<file path="src/hw/rtl/md5_pkg.sv">
// Shared types, constants and round functions for the MD5 digest block.
package md5_pkg;

  localparam logic OP_DATA = 1'b0;
  localparam logic OP_END  = 1'b1;

  localparam logic [31:0] IV_A = 32'h67452301;
  localparam logic [31:0] IV_B = 32'hefcdab89;
  localparam logic [31:0] IV_C = 32'h98badcfe;
  localparam logic [31:0] IV_D = 32'h10325476;

  localparam logic [7:0] PAD_MARK = 8'h80;

  localparam logic [31:0] K_TABLE [64] = '{
    32'hd76aa478, 32'he8c7b756, 32'h242070db, 32'hc1bdceee,
    32'hf57c0faf, 32'h4787c62a, 32'ha8304613, 32'hfd469501,
    32'h698098d8, 32'h8b44f7af, 32'hffff5bb1, 32'h895cd7be,
    32'h6b901122, 32'hfd987193, 32'ha679438e, 32'h49b40821,
    32'hf61e2562, 32'hc040b340, 32'h265e5a51, 32'he9b6c7aa,
    32'hd62f105d, 32'h02441453, 32'hd8a1e681, 32'he7d3fbc8,
    32'h21e1cde6, 32'hc33707d6, 32'hf4d50d87, 32'h455a14ed,
    32'ha9e3e905, 32'hfcefa3f8, 32'h676f02d9, 32'h8d2a4c8a,
    32'hfffa3942, 32'h8771f681, 32'h6d9d6122, 32'hfde5380c,
    32'ha4beea44, 32'h4bdecfa9, 32'hf6bb4b60, 32'hbebfbc70,
    32'h289b7ec6, 32'heaa127fa, 32'hd4ef3085, 32'h04881d05,
    32'hd9d4d039, 32'he6db99e5, 32'h1fa27cf8, 32'hc4ac5665,
    32'hf4292244, 32'h432aff97, 32'hab9423a7, 32'hfc93a039,
    32'h655b59c3, 32'h8f0ccc92, 32'hffeff47d, 32'h85845dd1,
    32'h6fa87e4f, 32'hfe2ce6e0, 32'ha3014314, 32'h4e0811a1,
    32'hf7537e82, 32'hbd3af235, 32'h2ad7d2bb, 32'heb86d391
  };

  // Front to block queue: word write and block push.
  typedef struct packed {
    logic        we;
    logic [3:0]  idx;
    logic [31:0] data;
    logic        push;
    logic        last;
  } md5_wr_req_t;

  // Block queue status.
  typedef struct packed {
    logic free;   // a slot is open for the front
    logic avail;  // a complete block waits for the core
    logic last;   // head block ends its message
  } md5_q_stat_t;

  // Core to block queue: word read and block pop.
  typedef struct packed {
    logic [3:0] idx;
    logic       pop;
  } md5_rd_req_t;

  function automatic logic [31:0] round_k(input logic [5:0] i);
    return K_TABLE[i];
  endfunction

  function automatic logic [4:0] rot_amt(input logic [5:0] i);
    logic [4:0] s;
    unique case ({i[5:4], i[1:0]})
      4'd0:  s = 5'd7;
      4'd1:  s = 5'd12;
      4'd2:  s = 5'd17;
      4'd3:  s = 5'd22;
      4'd4:  s = 5'd5;
      4'd5:  s = 5'd9;
      4'd6:  s = 5'd14;
      4'd7:  s = 5'd20;
      4'd8:  s = 5'd4;
      4'd9:  s = 5'd11;
      4'd10: s = 5'd16;
      4'd11: s = 5'd23;
      4'd12: s = 5'd6;
      4'd13: s = 5'd10;
      4'd14: s = 5'd15;
      default: s = 5'd21;
    endcase
    return s;
  endfunction

  // Message word index used by round i.
  function automatic logic [3:0] word_sel(input logic [5:0] i);
    logic [3:0] g;
    unique case (i[5:4])
      2'd0: g = i[3:0];
      2'd1: g = 4'({i[1:0], 2'b00} + i[3:0] + 4'd1);
      2'd2: g = 4'({i[2:0], 1'b0} + i[3:0] + 4'd5);
      default: g = 4'({i[0], 3'b000} - i[3:0]);
    endcase
    return g;
  endfunction

  function automatic logic [31:0] rotl(input logic [31:0] x, input logic [4:0] s);
    logic [63:0] t;
    t = {x, x} << s;
    return t[63:32];
  endfunction

endpackage

</file>
<file path="src/hw/rtl/md5_front.sv">
// Front end: takes bytes, packs words, tracks length and generates padding blocks.
module md5_front (
  input  logic                     clk,
  input  logic                     rst_n,
  input  logic                     in_tvalid,
  output logic                     in_tready,
  input  logic                     in_op,
  input  logic [7:0]               in_byte,
  input  md5_pkg::md5_q_stat_t     q_stat,
  output md5_pkg::md5_wr_req_t     wr_req
);

  typedef enum logic [1:0] {
    F_BYTE = 2'b01,
    F_PAD  = 2'b10
  } front_state_t;

  front_state_t state_r, state_nxt;
  logic [60:0]  count_r, count_nxt;
  logic [31:0]  word_r, word_nxt;
  logic [5:0]   pfill_r, pfill_nxt;
  logic [3:0]   pidx_r, pidx_nxt;
  logic         second_r, second_nxt;

  logic         accept;
  logic         final_blk;
  logic [31:0]  mark_word;
  logic [31:0]  pad_word;

  assign in_tready = (state_r == F_BYTE) && q_stat.free;
  assign accept    = in_tvalid && in_tready;

  // final block of padding: the first if the marker leaves room for the length
  assign final_blk = second_r || (pfill_r[5:3] != 3'b111);

  always_comb begin
    for (int j = 0; j < 4; j++) begin
      if (2'(j) < pfill_r[1:0]) begin
        mark_word[8*j +: 8] = word_r[8*j +: 8];
      end else if (2'(j) == pfill_r[1:0]) begin
        mark_word[8*j +: 8] = md5_pkg::PAD_MARK;
      end else begin
        mark_word[8*j +: 8] = 8'h00;
      end
    end
  end

  always_comb begin
    if (!second_r && pidx_r == pfill_r[5:2]) begin
      pad_word = mark_word;
    end else if (final_blk && pidx_r == 4'd14) begin
      pad_word = {count_r[28:0], 3'b000};
    end else if (final_blk && pidx_r == 4'd15) begin
      pad_word = count_r[60:29];
    end else begin
      pad_word = 32'h0;
    end
  end

  always_comb begin
    state_nxt  = state_r;
    count_nxt  = count_r;
    word_nxt   = word_r;
    pfill_nxt  = pfill_r;
    pidx_nxt   = pidx_r;
    second_nxt = second_r;
    wr_req     = '0;
    unique case (state_r)
      F_BYTE: begin
        if (accept) begin
          if (in_op == md5_pkg::OP_END) begin
            pfill_nxt  = count_r[5:0];
            pidx_nxt   = count_r[5:2];
            second_nxt = 1'b0;
            state_nxt  = F_PAD;
          end else begin
            word_nxt[{count_r[1:0], 3'b000} +: 8] = in_byte;
            count_nxt = count_r + 61'd1;
            if (count_r[1:0] == 2'd3) begin
              wr_req.we   = 1'b1;
              wr_req.idx  = count_r[5:2];
              wr_req.data = word_nxt;
              wr_req.push = (count_r[5:2] == 4'd15);
            end
          end
        end
      end
      F_PAD: begin
        if (q_stat.free) begin
          wr_req.we   = 1'b1;
          wr_req.idx  = pidx_r;
          wr_req.data = pad_word;
          if (pidx_r == 4'd15) begin
            wr_req.push = 1'b1;
            wr_req.last = final_blk;
            pidx_nxt    = 4'd0;
            if (final_blk) begin
              count_nxt = '0;
              state_nxt = F_BYTE;
            end else begin
              second_nxt = 1'b1;
            end
          end else begin
            pidx_nxt = pidx_r + 4'd1;
          end
        end
      end
      default: state_nxt = F_BYTE;
    endcase
  end

  always_ff @(posedge clk) begin
    if (!rst_n) begin
      state_r  <= F_BYTE;
      count_r  <= '0;
      second_r <= 1'b0;
      pidx_r   <= '0;
    end else begin
      state_r  <= state_nxt;
      count_r  <= count_nxt;
      second_r <= second_nxt;
      pidx_r   <= pidx_nxt;
    end
    word_r  <= word_nxt;
    pfill_r <= pfill_nxt;
  end

endmodule

</file>
<file path="src/hw/rtl/md5_blkq.sv">
// Two-slot block queue of sixteen message words each, between front and core.
module md5_blkq (
  input  logic                  clk,
  input  logic                  rst_n,
  input  md5_pkg::md5_wr_req_t  wr_req,
  input  md5_pkg::md5_rd_req_t  rd_req,
  output md5_pkg::md5_q_stat_t  q_stat,
  output logic [31:0]           rdata
);

  logic [31:0] mem [32];
  logic [31:0] rdata_r;
  logic [1:0]  count_r;
  logic        wr_slot_r;
  logic        rd_slot_r;
  logic [1:0]  last_r;

  assign q_stat.free  = (count_r != 2'd2);
  assign q_stat.avail = (count_r != 2'd0);
  assign q_stat.last  = last_r[rd_slot_r];
  assign rdata        = rdata_r;

  always_ff @(posedge clk) begin
    if (wr_req.we) begin
      mem[{wr_slot_r, wr_req.idx}] <= wr_req.data;
    end
    rdata_r <= mem[{rd_slot_r, rd_req.idx}];
    if (wr_req.push) begin
      last_r[wr_slot_r] <= wr_req.last;
    end
  end

  always_ff @(posedge clk) begin
    if (!rst_n) begin
      count_r   <= '0;
      wr_slot_r <= 1'b0;
      rd_slot_r <= 1'b0;
    end else begin
      if (wr_req.push) begin
        wr_slot_r <= ~wr_slot_r;
      end
      if (rd_req.pop) begin
        rd_slot_r <= ~rd_slot_r;
      end
      if (wr_req.push && !rd_req.pop) begin
        count_r <= count_r + 2'd1;
      end else if (!wr_req.push && rd_req.pop) begin
        count_r <= count_r - 2'd1;
      end
    end
  end

endmodule

</file>
<file path="src/hw/rtl/md5_core.sv">
// Back end: one MD5 round per cycle, chaining update and digest output register.
module md5_core (
  input  logic                  clk,
  input  logic                  rst_n,
  input  md5_pkg::md5_q_stat_t  q_stat,
  input  logic [31:0]           rdata,
  output md5_pkg::md5_rd_req_t  rd_req,
  output logic                  out_valid,
  input  logic                  out_ready,
  output logic [127:0]          out_data
);

  typedef enum logic [2:0] {
    C_IDLE = 3'b001,
    C_RUN  = 3'b010,
    C_FIN  = 3'b100
  } core_state_t;

  core_state_t  state_r, state_nxt;
  logic [5:0]   i_r, i_nxt;
  logic [31:0]  a_r, b_r, c_r, d_r, a_nxt, b_nxt, c_nxt, d_nxt;
  logic [31:0]  ak_r, ak_nxt;
  logic [31:0]  ha_r, hb_r, hc_r, hd_r, ha_nxt, hb_nxt, hc_nxt, hd_nxt;
  logic         ovalid_r, ovalid_nxt;
  logic [127:0] odata_r, odata_nxt;

  logic [5:0]   i_inc;
  logic [31:0]  f_val;
  logic [31:0]  t_sum;
  logic [31:0]  sa, sb, sc, sd;
  logic         out_free;

  assign i_inc     = i_r + 6'd1;
  assign out_free  = !ovalid_r || out_ready;
  assign out_valid = ovalid_r;
  assign out_data  = odata_r;

  assign sa = ha_r + a_r;
  assign sb = hb_r + b_r;
  assign sc = hc_r + c_r;
  assign sd = hd_r + d_r;

  always_comb begin
    unique case (i_r[5:4])
      2'd0: f_val = (b_r & c_r) | (~b_r & d_r);
      2'd1: f_val = (b_r & d_r) | (c_r & ~d_r);
      2'd2: f_val = b_r ^ c_r ^ d_r;
      default: f_val = c_r ^ (b_r | ~d_r);
    endcase
  end

  // a + K is precomputed and registered; the word arrives from the queue read port
  assign t_sum = ak_r + f_val + rdata;

  always_comb begin
    state_nxt  = state_r;
    i_nxt      = i_r;
    a_nxt      = a_r;
    b_nxt      = b_r;
    c_nxt      = c_r;
    d_nxt      = d_r;
    ak_nxt     = ak_r;
    ha_nxt     = ha_r;
    hb_nxt     = hb_r;
    hc_nxt     = hc_r;
    hd_nxt     = hd_r;
    odata_nxt  = odata_r;
    ovalid_nxt = ovalid_r && !out_ready;
    rd_req     = '0;
    unique case (state_r)
      C_IDLE: begin
        rd_req.idx = md5_pkg::word_sel(6'd0);
        if (q_stat.avail) begin
          a_nxt     = ha_r;
          b_nxt     = hb_r;
          c_nxt     = hc_r;
          d_nxt     = hd_r;
          ak_nxt    = ha_r + md5_pkg::round_k(6'd0);
          i_nxt     = 6'd0;
          state_nxt = C_RUN;
        end
      end
      C_RUN: begin
        rd_req.idx = md5_pkg::word_sel(i_inc);
        a_nxt  = d_r;
        d_nxt  = c_r;
        c_nxt  = b_r;
        b_nxt  = b_r + md5_pkg::rotl(t_sum, md5_pkg::rot_amt(i_r));
        ak_nxt = d_r + md5_pkg::round_k(i_inc);
        i_nxt  = i_inc;
        if (i_r == 6'd63) begin
          state_nxt = C_FIN;
        end
      end
      C_FIN: begin
        if (!q_stat.last) begin
          ha_nxt     = sa;
          hb_nxt     = sb;
          hc_nxt     = sc;
          hd_nxt     = sd;
          rd_req.pop = 1'b1;
          state_nxt  = C_IDLE;
        end else if (out_free) begin
          odata_nxt  = {sd, sc, sb, sa};
          ovalid_nxt = 1'b1;
          ha_nxt     = md5_pkg::IV_A;
          hb_nxt     = md5_pkg::IV_B;
          hc_nxt     = md5_pkg::IV_C;
          hd_nxt     = md5_pkg::IV_D;
          rd_req.pop = 1'b1;
          state_nxt  = C_IDLE;
        end
      end
      default: state_nxt = C_IDLE;
    endcase
  end

  always_ff @(posedge clk) begin
    if (!rst_n) begin
      state_r  <= C_IDLE;
      ovalid_r <= 1'b0;
      ha_r     <= md5_pkg::IV_A;
      hb_r     <= md5_pkg::IV_B;
      hc_r     <= md5_pkg::IV_C;
      hd_r     <= md5_pkg::IV_D;
      i_r      <= '0;
    end else begin
      state_r  <= state_nxt;
      ovalid_r <= ovalid_nxt;
      ha_r     <= ha_nxt;
      hb_r     <= hb_nxt;
      hc_r     <= hc_nxt;
      hd_r     <= hd_nxt;
      i_r      <= i_nxt;
    end
    a_r     <= a_nxt;
    b_r     <= b_nxt;
    c_r     <= c_nxt;
    d_r     <= d_nxt;
    ak_r    <= ak_nxt;
    odata_r <= odata_nxt;
  end

endmodule

</file>
<file path="src/hw/rtl/md5_message_digest.sv">
// MD5 digest engine top level: byte stream in, 128-bit digest out.
//
// Usage: input requests carry one byte on in_tdata with in_tuser = 0, or an
//   end-of-message marker with in_tuser = 1 (in_tdata ignored). One output request
//   follows each end marker: out_tdata holds digest words A..D, A in the low 32 bits,
//   each word the digest bytes in little-endian order. After the digest the
//   chaining state is back at the initial values.
// Throughput: bytes are taken one per cycle while a queue slot is open and no
//   end marker is being padded. The core runs one round per cycle; each 64-byte
//   block takes a start step, 64 rounds and a chaining add, and the
//   two-slot block queue lets the front fill one block while the core works on
//   the other.
// Padding: an end marker holds off input while its padding words are written
//   (one or two final blocks, longer while the queue is full), and the digest
//   is registered when the core finishes the last block and the output is free.
// Reset: synchronous active-low rst_n empties the queue, clears the byte count
//   and loads the initial chaining words.
// Stall: if out_tready is low the digest is held in the output register; the next
//   message streams in meanwhile and the core waits only when it must present a
//   further digest.
module md5_message_digest (
  input  logic         clk,
  input  logic         rst_n,
  // input channel
  input  logic         in_tvalid,
  output logic         in_tready,
  input  logic [7:0]   in_tdata,   // [7:0] data_byte
  input  logic [0:0]   in_tuser,   // [0] op (0 append byte, 1 end message)
  // result channel
  output logic         out_tvalid,
  input  logic         out_tready,
  output logic [127:0] out_tdata   // [31:0] digest_a, [63:32] digest_b,
                                   // [95:64] digest_c, [127:96] digest_d
);

  md5_pkg::md5_wr_req_t wr_req;
  md5_pkg::md5_rd_req_t rd_req;
  md5_pkg::md5_q_stat_t q_stat;
  logic [31:0]          q_rdata;

  // byte packing, length count and padding
  md5_front u_front (
    .clk       (clk),
    .rst_n     (rst_n),
    .in_tvalid (in_tvalid),
    .in_tready (in_tready),
    .in_op     (in_tuser[0]),
    .in_byte   (in_tdata),
    .q_stat    (q_stat),
    .wr_req    (wr_req)
  );

  // double block buffer between front and core
  md5_blkq u_blkq (
    .clk    (clk),
    .rst_n  (rst_n),
    .wr_req (wr_req),
    .rd_req (rd_req),
    .q_stat (q_stat),
    .rdata  (q_rdata)
  );

  // round engine and digest register
  md5_core u_core (
    .clk       (clk),
    .rst_n     (rst_n),
    .q_stat    (q_stat),
    .rdata     (q_rdata),
    .rd_req    (rd_req),
    .out_valid (out_tvalid),
    .out_ready (out_tready),
    .out_data  (out_tdata)
  );

endmodule

</file>
<file path="config.mk">
export PLATFORM = sky130hd
export DESIGN_NAME = md5_message_digest
export DESIGN_NICKNAME = d
export VERILOG_FILES = /design/src/hw/rtl/md5_pkg.sv /design/src/hw/rtl/md5_front.sv /design/src/hw/rtl/md5_blkq.sv /design/src/hw/rtl/md5_core.sv /design/src/hw/rtl/md5_message_digest.sv
export SDC_FILE = /design/constraint.sdc
export NUM_CORES = 2
export LEC_CHECK = 0
export BUFFER_PORTS_ARGS = -buffer_cell sky130_fd_sc_hd__buf_2
export CAP_MARGIN = 0
export CORE_MARGIN = 3
export CORE_UTILIZATION = 55
export CTS_CLUSTER_DIAMETER = 60
export DETAILED_ROUTE_END_ITERATION = 8
export PLACE_DENSITY = 0.71
export SYNTH_ARGS = -nofsm -noshare
export SYNTH_HDL_FRONTEND = slang
export SYNTH_HIERARCHICAL = 1
export SYNTH_SLANG_ARGS = --single-unit
export TNS_END_PERCENT = 5
</file>
<file path="constraint.sdc">
create_clock -name clk -period 8.9 [get_ports clk]
set_clock_uncertainty 0.1 [all_clocks]
set_input_delay 0 -clock clk [delete_from_list [all_inputs] [get_ports clk]]
set_output_delay 0 -clock clk [all_outputs]
set_load 0.02 [all_outputs]
</file>
==> impl_results.md <==
* H-tree depth at 4
* # setup viols final at 0
* Largest stage delay, worst path at 0.51 ns
* Synth cell types at 102
* Gp weighted congestion at 0.973
* Final min period at 8.55 ns
* CTS max path bufs at 3
* Chip width at 391 um
* CP Capture Type: register
* Fillers at 11.5k
* Rows at 140
* Die Area at 153000 um2
* Syn_nets at 7427
* Worst path depth at 32
* Fin nets at 7540
* CP max stage cell: fa_1
* Register bank with the most flops: u_blkq/mem
* Worst Reg-to-Reg Cells at 32
* First-pass GRT wire length at 365000 um
* Flop and latch count out of synthesis at 1599
* Initial cell density of the core at 0.557
* Chip height at 391 um
* Most frequent cells in the layout: 1352 x edfxtp_1, 828 x nand2_1, 588 x mux2i_1, 520 x a21oi_1, 387 x nor2_1
* Antenna viol nets, final at 0
* Worst Tran Pin Value at 1.35 ns
* Vias in the first global route at 56.7k
* Lkg Pwr at 29.6 nW
* Drt pass-1 iters at 6
* CP bufs+invs at 0
* WL/cell at 26.7 um
* Sequential fraction of the synthesis area at 0.558
* Ys Warns at 6
* Layout cell share with drive strength beyond 1 at 0.103
* Synthesized instance count at 7115
* DRT iter0 DRCs at 6771
* Final hold vios at 0
* Maximum VDD drop at 0.192 mV
* CTS tree: done
* Number of port buffers at 142
* Clk root buf: clkbuf_16
* Commonest non-fill, non-tap cell in the layout: edfxtp_1
* Fmax at 117 MHz
* CTS sink cnt at 1599
* Dpl ws at 0.341 ns
* Number of synthesized flops with an enable pin at 1352
* Clock latency on the worst-skew pair at 0.82 ns
* Initial antenna violation count at 15
* Final WS setup at 0.351 ns
* Clock transition at path regs at 0.07 ns
* Startpoint types: register
* Req. time, crit path at 9.31 ns
* FF-to-FF setup slack at 0.35 ns
* Final WL at 248000 um
* Largest register FFs at 1024
* CTS buffer count at 165
* Synth Flop Type: edfxtp_1
* Crit path DAT at 8.96 ns
* Final setup TNS at 0 ns
* Delay-heaviest family, CP: compound AO/OA/AOI/OAI gates
* Syn Area/Cell at 11.5 um2
* Hold WC Path Type: input pin to register
* Routed vias at 60.1k
* I/O pins at 143
* Crit Path Max Fanout at 19
* Largest net degree at the start of global routing at 104
* Setup Crit Path Kind: register to register
* Final Max Slew Viols at 0
* Total track usage at 0.317
* Avg Vias per Cell at 6.48
* Power density cells at 168 nW/um2
* DRC violations left at 0
* Ys async rst share at 0
* Core Region at 146000 um2
* Status: finished, final reports clean
* Max-Slew Margin vs Limit at 0.0970
* Post-Syn Area at 81600 um2
* Total grt overflow at 0
* Hold Path Depth at 4
* Fin crit share at 0.961
* Synth-to-Final Area Change at 11.2%
* Detailed Place HPWL at 164000 um
* Max cap viols at 0
repair_timing:
item | 4_1_cts | 5_1_grt
hold buffers | 16 | 0
setup buffers | 0 | 2
endpoints found under the setup margin | 0 | 12
hold endpoints to repair | 163 | 0
gates resized for setup | 0 | 13
Yosys cell counts, types with 14 or more instances:
library cell | instances | area share
a31oi_1 | 112 | 0.0086
dfxtp_1 | 247 | 0.061
o31ai_1 | 48 | 0.0044
nand2_1 | 828 | 0.038
fa_1 | 40 | 0.0098
nor3b_1 | 38 | 0.0035
buf_4 | 35 | 0.0032
a22o_1 | 76 | 0.0082
a211oi_1 | 48 | 0.0044
nor4_1 | 16 | 0.0012
a21o_1 | 87 | 0.0080
edfxtp_1 | 1352 | 0.50
a21oi_1 | 524 | 0.032
nand3b_1 | 14 | 0.0013
a221o_1 | 67 | 0.0082
ha_1 | 259 | 0.040
and2_1 | 22 | 0.0017
mux2i_1 | 589 | 0.072
nand2b_1 | 26 | 0.0020
nor3_1 | 162 | 0.0099
buf_1 | 32 | 0.0015
nand4_1 | 50 | 0.0038
clkbuf_1 | 269 | 0.012
buf_6 | 19 | 0.0026
a31o_2 | 22 | 0.0024
or3_1 | 42 | 0.0032
mux2_2 | 18 | 0.0025
and3_1 | 30 | 0.0023
or4_1 | 34 | 0.0031
nor2_1 | 431 | 0.020
o211ai_1 | 37 | 0.0034
o2bb2ai_1 | 14 | 0.0015
a22oi_1 | 184 | 0.017
o21a_1 | 48 | 0.0044
or2_2 | 14 | 0.0011
buf_2 | 49 | 0.0030
o21ai_0 | 324 | 0.020
xnor2_1 | 166 | 0.018
o21bai_1 | 21 | 0.0019
nor2b_1 | 28 | 0.0021
a211o_1 | 14 | 0.0015
a221oi_1 | 14 | 0.0015
xor2_1 | 114 | 0.012
nand3_1 | 188 | 0.012
inv_1 | 146 | 0.0067
tightest hold or removal path, cell delays in order:
cell	delay [ns]
dlygate4sd3_1	0.52
buf_2	0.19
nand2_1	0.06
o21ai_0	0.10
report_power, final:
group / switching, W / leakage (nW) / total, W / internal (W)
sequential: 0.00000996 / 12.8 / 0.00803 / 0.00802
combinational: 0.000121 / 14.1 / 0.000175 / 0.0000538
clock: 0.00301 / 2.67 / 0.00703 / 0.00402
routing by layer:
metal,track usage,routed length [um]
met1,0.423,98400
met2,0.503,114000
met3,0.0573,21900
met4,0.155,13500
met5,0,63
kinds of logic (layout without fill, tap and decap cells):
group	count (synthesis)	in the layout	synth area share
compound gates	1791	1791	0.145
xor+xnor	280	280	0.0301
fa+ha+maj	300	300	0.0496
buf+inv	562	810	0.0304
flops	1599	1599	0.558
mux	618	618	0.0778
other cells	0	1	0
simple gates	1965	1965	0.109
through the flow:
stage          cell area [um2]  hold WS [ns]  power, W  cells  utilization
6_report                 90800        0.0789    0.0152   9281        0.620
5_1_grt                  90800        0.0873    0.0156   9280        0.620
4_1_cts                  90600        0.0186    0.0153   9277        0.619
3_5_place_dp             84900         0.334   0.00836   8959        0.580
3_3_place_gp             84900         0.331   0.00835   8959        0.580
2_1_floorplan            81600       -0.0238   0.00830   7115            -
final timing paths:
path                  startpoint             endpoint
min                  in_tdata[6]    u_front/word_r[6]
min reg2reg  u_front/count_r[60]  u_front/count_r[60]
max reg2reg        u_core/i_r[4]       u_core/b_r[28]
max                u_core/i_r[4]       u_core/b_r[28]
final cells by class:
type | instances | area, um2 | area share
multi-input combinational | 4954 | 34100 | 0.376
sequential | 1599 | 45600 | 0.502
tap | 1917 | 2400 | 0.0264
clock buffer | 207 | 4350 | 0.0479
inverter | 152 | 576 | 0.00634
antenna | 1 | 2.50 | 0.0000276
clock inverter | 95 | 1230 | 0.0135
timing repair buffer | 356 | 2570 | 0.0283
No activity file was read; power rests on OpenSTA's default activity.
